## src/hw/rtl/rledd_pkg.sv

```systemverilog
// ----------------------------------------------------------------------------
// rledd_pkg: shared types, constants and the RLE decode step
// Holds the command and register codes, the byte-history encoding and the
// single-byte decode function used by the decode unit.
// ----------------------------------------------------------------------------
package rledd_pkg;

	localparam int TILE_MEM_BITS_DEF = 24;
	localparam int ADDR_W            = 24;
	localparam int OFFSET_W          = 21;
	localparam int BANK_W            = 6;
	localparam int LENGTH_W          = 18;
	localparam int CFG_DATA_W        = 18;
	localparam int BANK_SHIFT        = 18;
	localparam int DICT_AW           = 8;
	localparam int PAIR_W            = 16;

	localparam logic [3:0] BITS_PER_GROUP = 4'd8;

	typedef enum logic [1:0] {
		CMD_LOAD   = 2'd0,
		CMD_START  = 2'd1,
		CMD_STREAM = 2'd2
	} cmd_t;

	typedef enum logic [0:0] {
		REG_DEST_BANK   = 1'b0,
		REG_LENGTH_CODE = 1'b1
	} reg_idx_t;

	typedef enum logic [1:0] {
		PH_FIRST  = 2'b01,
		PH_SECOND = 2'b10
	} phase_t;

	// History entry: either a plain byte, or one of the two start markers
	// 0xfffe and 0xffff (special set, low byte kept so equality is a compare).
	typedef struct packed {
		logic       special;
		logic [7:0] val;
	} hist_t;

	localparam hist_t HIST_PREV_START  = '{special: 1'b1, val: 8'hFE};
	localparam hist_t HIST_PREV2_START = '{special: 1'b1, val: 8'hFF};

	typedef struct packed {
		hist_t      prev;
		hist_t      prev2;
		logic [7:0] value;
		logic [7:0] count;
	} step_t;

	// Everything the decode unit reports for one data byte.
	typedef struct packed {
		logic [ADDR_W-1:0]   addr_a;
		logic [7:0]          value_a;
		logic [7:0]          count_a;
		logic [ADDR_W-1:0]   addr_b;
		logic [7:0]          value_b;
		logic [7:0]          count_b;
		hist_t               prev;
		hist_t               prev2;
		logic [OFFSET_W-1:0] offset;
		logic                done;
	} dec_t;

	// Once the last two written bytes match, the byte is a repeat count.
	function automatic step_t decode_step(hist_t prev, hist_t prev2, logic [7:0] b);
		step_t r;
		if (prev == prev2) begin
			r.prev  = prev;
			r.prev2 = HIST_PREV2_START;
			r.value = prev.val;
			r.count = 8'(b + 8'd1);
		end else begin
			r.prev  = '{special: 1'b0, val: b};
			r.prev2 = prev;
			r.value = b;
			r.count = 8'd1;
		end
		return r;
	endfunction

endpackage

```

## src/hw/rtl/rle_dictionary_dma_decoder_top.sv

```systemverilog
// ----------------------------------------------------------------------------
// rle_dictionary_dma_decoder_top: byte-pair dictionary RLE decompressor
// Turns a compressed tile stream into write-run descriptors.
// ----------------------------------------------------------------------------
// A data byte's dictionary entry is read as the item is accepted, and decode
// fills the output register from stage 1. Throughput: one item per cycle for
// loads, starts and control bytes, and for literal bytes while the output is
// not stalled; a dictionary byte holds stage 1 until both of its descriptors
// have gone through the single output register. Reset is asynchronous and
// clears all control state; the dictionary is not cleared.
module rle_dictionary_dma_decoder_top import rledd_pkg::*; #(
	parameter int TILE_MEMORY_BITS = TILE_MEM_BITS_DEF
) (
	input  logic                  clk,
	input  logic                  arst_n,
	// Configuration write port
	input  logic                  cfg_write,
	input  logic [0:0]            cfg_index,
	input  logic [CFG_DATA_W-1:0] cfg_data,
	// Input channel
	input  logic                  in_valid,
	output logic                  in_ready,
	input  logic [1:0]            command,
	input  logic [DICT_AW-1:0]    dict_index,
	input  logic [PAIR_W-1:0]     dict_pair,
	input  logic [7:0]            stream_byte,
	// Output channel
	output logic                  out_valid,
	input  logic                  out_ready,
	output logic [ADDR_W-1:0]     write_address,
	output logic [7:0]            write_value,
	output logic [7:0]            write_count,
	output logic                  item_last,
	output logic                  transfer_done
);

	// Configuration registers. They are live: a change is seen by the very
	// next decode.
	logic [BANK_W-1:0]   bank_q;
	logic [LENGTH_W-1:0] lcode_q;

	// Decoder state.
	hist_t               prev_q;
	hist_t               prev2_q;
	logic [7:0]          ctrl_q;
	logic [3:0]          bits_q;
	logic [OFFSET_W-1:0] off_q;
	logic                finished_q;
	phase_t              phase_q;

	// Stage 1 holds the accepted item while the dictionary read completes.
	logic                valid_s1;
	logic [1:0]          cmd_s1;
	logic [7:0]          byte_s1;

	// Second descriptor of a dictionary byte, waiting for the output port.
	logic [ADDR_W-1:0]   addr2_q;
	logic [7:0]          value2_q;
	logic [7:0]          count2_q;
	logic                done2_q;

	// Output register.
	logic                out_valid_q;
	logic [ADDR_W-1:0]   addr_q;
	logic [7:0]          value_q;
	logic [7:0]          count_q;
	logic                last_q;
	logic                done_q;

	logic                accept;
	logic [PAIR_W-1:0]   pair_rd;
	dec_t                dec;
	logic                is_start;
	logic                is_stream;
	logic                is_ctrl;
	logic                is_data;
	logic                is_pair;
	logic                out_free;
	logic                first_emit;
	logic                second_emit;
	logic                advance;

	assign accept = in_valid && in_ready;

	// Loads write the dictionary as they are accepted. A stream byte reads its
	// entry at acceptance, so a load just ahead of it is already visible and a
	// load just behind it cannot disturb the read.
	rledd_dict u_dict (
		.clk   (clk),
		.we    (accept && (command == CMD_LOAD)),
		.waddr (dict_index),
		.wdata (dict_pair),
		.re    (accept && (command == CMD_STREAM)),
		.raddr (stream_byte),
		.rdata (pair_rd)
	);

	rledd_decode #(
		.TILE_MEMORY_BITS (TILE_MEMORY_BITS)
	) u_decode (
		.prev        (prev_q),
		.prev2       (prev2_q),
		.offset      (off_q),
		.is_pair     (is_pair),
		.literal     (byte_s1),
		.pair        (pair_rd),
		.dest_bank   (bank_q),
		.length_code (lcode_q),
		.dec         (dec)
	);

	// Classification of the item in stage 1. These are only meaningful in the
	// first phase; in the second phase the state has already moved on.
	assign is_start  = valid_s1 && (cmd_s1 == CMD_START) && (phase_q == PH_FIRST);
	assign is_stream = valid_s1 && (cmd_s1 == CMD_STREAM) && !finished_q
		&& (phase_q == PH_FIRST);
	assign is_ctrl   = is_stream && (bits_q == '0);
	assign is_data   = is_stream && (bits_q != '0);
	assign is_pair   = ctrl_q[7];
	assign out_free  = !out_valid_q || out_ready;

	assign first_emit  = is_data && out_free;
	assign second_emit = (phase_q == PH_SECOND) && out_free;

	// An item leaves stage 1 when its last descriptor goes to the output
	// register, or at once if it produces none.
	always_comb begin
		if (phase_q == PH_SECOND) begin
			advance = out_free;
		end else begin
			advance = valid_s1 && (!is_data || (out_free && !is_pair));
		end
	end

	assign in_ready = !valid_s1 || advance;

	always_ff @(posedge clk or negedge arst_n) begin
		if (!arst_n) begin
			bank_q  <= '0;
			lcode_q <= '0;
		end else if (cfg_write) begin
			case (reg_idx_t'(cfg_index))
				REG_DEST_BANK:   bank_q  <= cfg_data[BANK_W-1:0];
				REG_LENGTH_CODE: lcode_q <= cfg_data[LENGTH_W-1:0];
				default: ;
			endcase
		end
	end

	always_ff @(posedge clk or negedge arst_n) begin
		if (!arst_n) begin
			valid_s1 <= 1'b0;
		end else if (accept) begin
			valid_s1 <= 1'b1;
		end else if (advance) begin
			valid_s1 <= 1'b0;
		end
	end

	always_ff @(posedge clk) begin
		if (accept) begin
			cmd_s1  <= command;
			byte_s1 <= stream_byte;
		end
	end

	// Decoder state update: start resets the history, a control byte loads
	// the bit register, a data byte commits its one or two decode steps at once.
	always_ff @(posedge clk or negedge arst_n) begin
		if (!arst_n) begin
			prev_q     <= HIST_PREV_START;
			prev2_q    <= HIST_PREV2_START;
			ctrl_q     <= '0;
			bits_q     <= '0;
			off_q      <= '0;
			finished_q <= 1'b1;
		end else if (is_start) begin
			prev_q     <= HIST_PREV_START;
			prev2_q    <= HIST_PREV2_START;
			ctrl_q     <= '0;
			bits_q     <= '0;
			off_q      <= '0;
			finished_q <= 1'b0;
		end else if (is_ctrl) begin
			ctrl_q <= byte_s1;
			bits_q <= BITS_PER_GROUP;
		end else if (first_emit) begin
			prev_q     <= dec.prev;
			prev2_q    <= dec.prev2;
			off_q      <= dec.offset;
			ctrl_q     <= {ctrl_q[6:0], 1'b0};
			bits_q     <= 4'(bits_q - 4'd1);
			finished_q <= dec.done;
		end
	end

	always_ff @(posedge clk or negedge arst_n) begin
		if (!arst_n) begin
			phase_q <= PH_FIRST;
		end else begin
			case (phase_q)
				PH_FIRST: begin
					if (first_emit && is_pair) begin
						phase_q <= PH_SECOND;
					end
				end
				PH_SECOND: begin
					if (second_emit) begin
						phase_q <= PH_FIRST;
					end
				end
				default: phase_q <= PH_FIRST;
			endcase
		end
	end

	always_ff @(posedge clk) begin
		if (first_emit) begin
			addr2_q  <= dec.addr_b;
			value2_q <= dec.value_b;
			count2_q <= dec.count_b;
			done2_q  <= dec.done;
		end
	end

	always_ff @(posedge clk or negedge arst_n) begin
		if (!arst_n) begin
			out_valid_q <= 1'b0;
		end else if (first_emit || second_emit) begin
			out_valid_q <= 1'b1;
		end else if (out_ready) begin
			out_valid_q <= 1'b0;
		end
	end

	always_ff @(posedge clk) begin
		if (first_emit) begin
			addr_q  <= dec.addr_a;
			value_q <= dec.value_a;
			count_q <= dec.count_a;
			last_q  <= !is_pair;
			done_q  <= dec.done;
		end else if (second_emit) begin
			addr_q  <= addr2_q;
			value_q <= value2_q;
			count_q <= count2_q;
			last_q  <= 1'b1;
			done_q  <= done2_q;
		end
	end

	assign out_valid     = out_valid_q;
	assign write_address = addr_q;
	assign write_value   = value_q;
	assign write_count   = count_q;
	assign item_last     = last_q;
	assign transfer_done = done_q;

	// The second phase always belongs to an item still held in stage 1.
	a_second_has_item: assert property (@(posedge clk) disable iff (!arst_n)
		(phase_q == PH_SECOND) |-> valid_s1)
		else $error("second phase without an item in stage 1");

	// No new item may enter while the second descriptor is blocked.
	a_no_accept_blocked: assert property (@(posedge clk) disable iff (!arst_n)
		((phase_q == PH_SECOND) && out_valid_q && !out_ready) |-> !in_ready)
		else $error("input accepted while second descriptor is blocked");

	// A dictionary byte's first descriptor is followed by its second phase.
	a_pair_second: assert property (@(posedge clk) disable iff (!arst_n)
		(first_emit && is_pair) |=> ((phase_q == PH_SECOND) && out_valid_q && !last_q))
		else $error("first descriptor of a pair not followed by second phase");

	// The group bit counter never exceeds one group.
	a_bits_range: assert property (@(posedge clk) disable iff (!arst_n)
		bits_q <= BITS_PER_GROUP)
		else $error("control bit counter out of range");

endmodule

```

## src/hw/rtl/rledd_dict.sv

```systemverilog
// ----------------------------------------------------------------------------
// rledd_dict: byte-pair dictionary memory
// 256 x 16 single-port-per-direction RAM with a registered read port.
// ----------------------------------------------------------------------------
module rledd_dict import rledd_pkg::*; (
	input  logic               clk,
	input  logic               we,
	input  logic [DICT_AW-1:0] waddr,
	input  logic [PAIR_W-1:0]  wdata,
	input  logic               re,
	input  logic [DICT_AW-1:0] raddr,
	output logic [PAIR_W-1:0]  rdata
);

	logic [PAIR_W-1:0] mem [(1 << DICT_AW)];
	logic [PAIR_W-1:0] rdata_q;

	always_ff @(posedge clk) begin
		if (we) begin
			mem[waddr] <= wdata;
		end
		if (re) begin
			rdata_q <= mem[raddr];
		end
	end

	assign rdata = rdata_q;

endmodule

```

## src/hw/rtl/rledd_decode.sv

```systemverilog
// ----------------------------------------------------------------------------
// rledd_decode: decode unit for one data byte
// Runs one or two RLE decode steps, advances the output offset and forms
// the tile addresses and the end-of-transfer flag.
// ----------------------------------------------------------------------------
module rledd_decode import rledd_pkg::*; #(
	parameter int TILE_MEMORY_BITS = TILE_MEM_BITS_DEF
) (
	input  hist_t               prev,
	input  hist_t               prev2,
	input  logic [OFFSET_W-1:0] offset,
	input  logic                is_pair,
	input  logic [7:0]          literal,
	input  logic [PAIR_W-1:0]   pair,
	input  logic [BANK_W-1:0]   dest_bank,
	input  logic [LENGTH_W-1:0] length_code,
	output dec_t                dec
);

	localparam logic [ADDR_W-1:0] AddrMask = (TILE_MEMORY_BITS >= ADDR_W) ?
		{ADDR_W{1'b1}} : ADDR_W'((64'd1 << TILE_MEMORY_BITS) - 64'd1);

	step_t               st_a;
	step_t               st_b;
	logic [OFFSET_W-1:0] off_a;
	logic [OFFSET_W-1:0] off_b;
	logic [OFFSET_W-1:0] off_end;
	logic [LENGTH_W:0]   len_words;
	logic [OFFSET_W-1:0] len_bytes;
	logic [ADDR_W-1:0]   base;

	always_comb begin
		st_a = decode_step(prev, prev2, is_pair ? pair[15:8] : literal);
		st_b = decode_step(st_a.prev, st_a.prev2, pair[7:0]);
	end

	assign off_a   = offset + OFFSET_W'(st_a.count);
	assign off_b   = off_a + OFFSET_W'(st_b.count);
	assign off_end = is_pair ? off_b : off_a;

	assign len_words = {1'b0, length_code} + (LENGTH_W+1)'(1);
	assign len_bytes = {len_words, 2'b00};

	assign base = {dest_bank, {BANK_SHIFT{1'b0}}};

	always_comb begin
		dec.addr_a  = (base + ADDR_W'(offset)) & AddrMask;
		dec.value_a = st_a.value;
		dec.count_a = st_a.count;
		dec.addr_b  = (base + ADDR_W'(off_a)) & AddrMask;
		dec.value_b = st_b.value;
		dec.count_b = st_b.count;
		dec.prev    = is_pair ? st_b.prev  : st_a.prev;
		dec.prev2   = is_pair ? st_b.prev2 : st_a.prev2;
		dec.offset  = off_end;
		dec.done    = (off_end >= len_bytes);
	end

endmodule

```

## config.mk

```make
export PLATFORM = sky130hd
export DESIGN_NAME = rle_dictionary_dma_decoder_top
export DESIGN_NICKNAME = d
export VERILOG_FILES = /design/src/hw/rtl/rledd_pkg.sv /design/src/hw/rtl/rle_dictionary_dma_decoder_top.sv /design/src/hw/rtl/rledd_dict.sv /design/src/hw/rtl/rledd_decode.sv
export SDC_FILE = /design/constraint.sdc
export NUM_CORES = 2
export LEC_CHECK = 0
export BUFFER_PORTS_ARGS = -buffer_cell sky130_fd_sc_hd__buf_4
export CAP_MARGIN = 40
export CORE_UTILIZATION = 30
export DETAILED_ROUTE_END_ITERATION = 6
export PLACE_DENSITY = 0.48
export SLEW_MARGIN = 15
export SYNTH_ARGS = -nofsm -noshare
export SYNTH_HDL_FRONTEND = slang
export SYNTH_SLANG_ARGS = --single-unit
```

## constraint.sdc

```tcl
create_clock -name clk -period 7.14 [get_ports clk]
set_input_delay 0.357 -clock clk [delete_from_list [all_inputs] [get_ports clk]]
set_output_delay 0.357 -clock clk [all_outputs]
set_load 0.03 [all_outputs]
```

Word-level counts from Yosys, hierarchy flattened
Memories as Yosys holds them, arrays and structs flattened. A register that Yosys moved wholly into a read port is not among the register bits.
Index checks and enable logic that the tools add are counted.
{"block": "totals", "inputBits": 58, "out_inout_bits": 44, "regBits": 173, "mem_bits_rw": 4096, "memories": 1}
{"block": "classes", "n_mux": 44, "n_bitwise": 1, "order_cmp": 1, "reduce_logical": 36, "n_addsub": 8, "eq_ne": 10}
{"memory": "u_dict.mem", "depth": 256, "width": 16, "read_ports": 1, "rd_clocked_by_memory_dff": 1, "write_ports": 1, "line_no": "rledd_dict.sv:15", "source": "logic [PAIR_W-1:0] mem [(1 << DICT_AW)];"}
{"operator": "$mux W21", "count": 4}
{"operator": "$mux W9", "count": 8}
{"operator": "$mux W34", "count": 2}
{"operator": "$mux W8", "count": 8}
{"operator": "$add A24 B21 Y24", "count": 2}
{"operator": "$mux W24", "count": 2}
{"operator": "$add A21 B8 Y21", "count": 2}
{"operator": "$ge A21 B21 Y1", "count": 1}
{"operator": "$add A18 B1 Y19 const B", "count": 1}
{"operator": "$eq A9 B9 Y1", "count": 2}
{"operator": "$add A8 B1 Y8 const B", "count": 2}
{"operator": "$logic_and A1 B1 Y1", "count": 15}
{"operator": "$mux W1", "count": 14}
{"operator": "$mux W4", "count": 3}
{"operator": "$reduce_and A2 Y1", "count": 4}
{"operator": "$reduce_bool A2 Y1", "count": 4}
{"operator": "$eq A2 B2 Y1 const B", "count": 3}
{"operator": "$logic_not A1 Y1", "count": 5}
{"operator": "$eq A2 B1 Y1 const B", "count": 2}
{"operator": "$logic_not A4 Y1", "count": 1}
{"operator": "$logic_or A1 B1 Y1", "count": 4}
{"operator": "$mux W2", "count": 2}
{"operator": "$ne A2 B2 Y1 const B", "count": 2}
{"operator": "$pmux W2 S2", "count": 1}
{"operator": "other kinds (6)", "count": 6}

Longest topological paths before layout
{"block": "depth", "ltp_word": 14, "depth_mapped": 27, "mapped_depth_nobuf": 26}

Hierarchy
From an unflattened synthesis, not the netlist that was laid out.
{"block": "hier_totals", "cells_unflattened": 8377, "area_unflattened_um2": 169055.9}
{"module": "rledd_dict", "area_each_um2": 158874.9, "cells_each": 7360, "instances": 1}
{"module": "rle_dictionary_dma_decoder_top", "area_each_um2": 6633.9, "cells_each": 535, "instances": 1}
{"module": "rledd_decode", "area_each_um2": 3547.2, "cells_each": 482, "instances": 1}

Worst setup path after synthesis
No wires, ideal clock.
{"block": "synth_timing", "path_kind": "register to register", "startpoint": "register prev_q[2] (netlist bit)", "endpoint": "register done_q, in the netlist transfer_done (data pin)", "t_arrival_ns": 5.822, "path_slack_ns": 1.064, "stages_incl_launch_ff": 27, "path_cell_list": "dfstp_2 clkbuf_1 xor2_1 nor4_1 nand4_1 inv_1 nand2_1 ha_1 fa_1 a211o_1 a221o_1 xor2_1 ha_1 o21a_1 o31ai_1 a2111oi_1 nand2_1 nor3_1 xnor2_1 ha_1 a21o_1 a21o_1 a21oi_1 nand4bb_1 o21a_1 and2_1 a21o_1"}
{"item": "start, declared", "line_no": "rle_dictionary_dma_decoder_top.sv:43", "source": "hist_t prev_q;"}
{"item": "start signal, assigned", "line_no": "rle_dictionary_dma_decoder_top.sv:188", "source": "prev_q <= dec.prev;"}
{"item": "end signal, assigned", "line_no": "rle_dictionary_dma_decoder_top.sv:242", "source": "done_q <= dec.done;"}
{"item": "end signal, assigned", "line_no": "rle_dictionary_dma_decoder_top.sv:248", "source": "done_q <= done2_q;"}
{"item": "end, declared", "line_no": "rle_dictionary_dma_decoder_top.sv:68", "source": "logic done_q;"}

==> flow_summary.toml <==
[die]
row_count = 273
io_pins = 102
start_util_pct = 30.1
core_mm2 = 0.553
dieArea_mm2 = 0.558
die_w_um = 747
die_height_um = 747

[power_and_ir_drop]
p_clk_share_pct = 41.5
netSwitchingFraction_pct = 22.8
design_power_total_uw = 54200
p_int_uw = 41800
p_per_area_mw_per_mm2 = 278
ir_worst_vdd_uv = 228
comb_power_share_pct = 6.8
p_sw_uw = 12300
pwr-share-seq_pct = 51.7
cellLeakagePower_uw = 0.0607

[global_routing]
groute.usage.overall_pct = 16.0
grt_max_degree = 192
grt_pass1_vias = 80378
antenna_found_initial = 42
grt_pass1_wl_um = 643000
grt_remaining_overflow = 0

[sta]
tns_ns = 0
relSlewSlack_pct = 15.9
slew_viol_final = 0
fmax_mhz = 153
fin_worst_skew_ns = 0.133
hold_viol = 0
setup_viol = 0
rsz0062_at_grt = "false"
min_period_over_period_pct = 91.5
min_period_ns = 6.53
worst_slew_pin_slew_ns = 1.26

[placed_design]
placedCellCount = 14693
gp_congestion = 0.830
dpl_cell_area_mm2 = 0.180
port_buffers = 101
hpwl_um = 276000

[logic_synthesis]
syn_inst = 7235
syn_avg_cell_area_um2 = 23.0
ys_ff_latch = 4285
syn-cell-area_mm2 = 0.167
ys_warn_count = 0
ys.flop_type = "edfxtp_1"
synth_cell_type_count = 68
synth_fp_nets = 7344
yosysSeqAreaShare_pct = 77.0
synth_edf_count = 4205
synthArstFlopShare_pct = 1.87

[critical_path]
r2r_cells = 25
regToRegSetupSlack_ns = 0.61
cpPeakStageDelay_ns = 0.59
crit_slowest_cell = "dfstp_2"
reg2reg_from = "prev_q[7]"
crit_required_ns = 7.97
crit_fanout = 6
r2r_end = "transfer_done"
endpoint_kind = "flop"
crit_path_end = "transfer_done"
crit_start = "prev_q[7]"
crit_arrival_ns = 7.36
crit_type = "flop to flop"
critPathLaunchType = "flop"

[clocking]
insertion_delay_ns = 1.08
cts_resized = 0
cts_buffer_depth = 4
clkSlewWorstSetupHoldPaths_ns = 0.06
cts_buffers = 445
htreeDepth = 5
post_cts_buffers = 0
cts_tree = "built"
cts.sinks = 4285
cts_root_buffer = "clkbuf_16"

[outcome]
outcome = "finished clean"

[drt]
wirelength_um = 457000
vias = 78704
routedWlPerCell_um = 29.3
first_pass_iters = 5
drc_errors = 0
first_iter_violations = 8358
ant_nets = 0
vias_per_cell = 5.05

[hold_path]
min_path_type = "input pin to flop"

[run]
max_cap_violations = 0

[final_layout]
nNetsFinal = 8039
drive_gt1_share_pct = 32.3
final_cell_area_mm2 = 0.195
fin_cells = 15591
area_growth_pct = 16.9
layout_common_cells = "edfxtp_1, mux4_2, clkbuf_16"
fin_util_pct = 35.2
mostFrequentLayoutCell = "edfxtp_1"
metal layers:
layer  wire [um]  vias up  global-route usage [%]
li1            -    32146                       -
met1      202000    43467                    23.2
met2      216000     2593                    25.6
met3       27100      496                    2.19
met4       11300        2                    4.04
met5          13        -                       0
what timing repair did:
| action | in CTS | in global routing |
|---|---|---|
| endpoints found under the hold margin | 1162 | 0 |
| hold buffers | 60 | 0 |
| endpoints found under the setup margin | 0 | 0 |
area by class of cell:
class,instances,area [um2]
Sequential cell,4285,128000
Tap cell,7287,9120
Multi-Input combinational cell,2524,37000
Antenna cell,10,25.0
Fill cell,50632,358000
Clock inverter,268,2360
Clock buffer,543,11600
Timing Repair Buffer,638,6140
Inverter,36,136
worst min path at each step:
| stage | start | slack, ns | cells after the start | to |
|---|---|---|---|---|
| after floorplan | arst_n | 0.06 | 0 | bank_q[0] |
| after global placement | arst_n | 0.26 | 1 | prev_q[0] |
| after detailed placement | arst_n | 0.27 | 1 | ctrl_q[6] |
| after CTS | cfg_data[1] | 0.0006 | 4 | bank_q[1] |
| after global routing | cfg_data[13] | 0.06 | 3 | lcode_q[13] |
| final | cfg_data[1] | 0.09 | 4 | bank_q[1] |
synth_stat cells (all sizes together), types with 31 or more instances:
cell	n	area (um2)
buf	151	624
o21ai	57	285
nor2b	31	194
edfxtp	4205	126000
mux2i	128	1280
nand3	50	250
a22oi	32	240
nand2	174	653
ha	47	588
xor2	46	403
xnor2	41	359
clkbuf	239	897
a21oi	66	330
dfrtp	61	1530
inv	36	135
nor2	319	1200
mux2	31	349
mux4	1280	28800
logic make-up (layout without fill, tap and decap cells):
family | Yosys count | in the layout | share of synthesized area [%]
flops | 4285 | 4285 | 77.0
mux | 1439 | 1439 | 18.3
simple gates | 688 | 688 | 1.86
buf+inv | 426 | 1485 | 0.994
compound gates | 259 | 259 | 1.01
xor+xnor | 87 | 87 | 0.457
fa+ha+maj | 51 | 51 | 0.401
other cells | 0 | 10 | 0
registers in the layout (all words and copies together) (netlist names), 9 cells and up:
name,count
u_dict.mem,4096
addr2_q,24
write_address,24
off_q,21
lcode_q,18
u_dict.rdata,16
prev2_q,9
prev_q,9
power by group through the flow:
stage / clock [uW] / sequential, uW / combinational [uW]
final: 22500 / 28000 / 3700
after global routing: 23900 / 28000 / 3950
after global placement: 0 / 28500 / 3640
after detailed placement: 0 / 28500 / 3700
after floorplan: 0 / 28500 / 1980
after CTS: 23000 / 28000 / 3740
per-stage QoR:
stage                     hold WS [ns]  worst slack (ns)
after floorplan                 0.0614              1.06
after global placement           0.256             0.698
after detailed placement         0.267             0.654
after CTS                     0.000627             0.655
after global routing            0.0634             0.200
final                           0.0948             0.609
worst max-delay path, delay by kind of cell (launching register included):
family                     cells  cell delay, ns
AOI/OAI and AO/OA             10            2.60
adders and majority gates      4            1.26
and+or+nand+nor                7            1.14
DFF                            1            0.59
xor gates and xnor gates       3            0.56
buffers and inverters          1            0.15
Note: power is estimated with default switching activity, not from simulation.
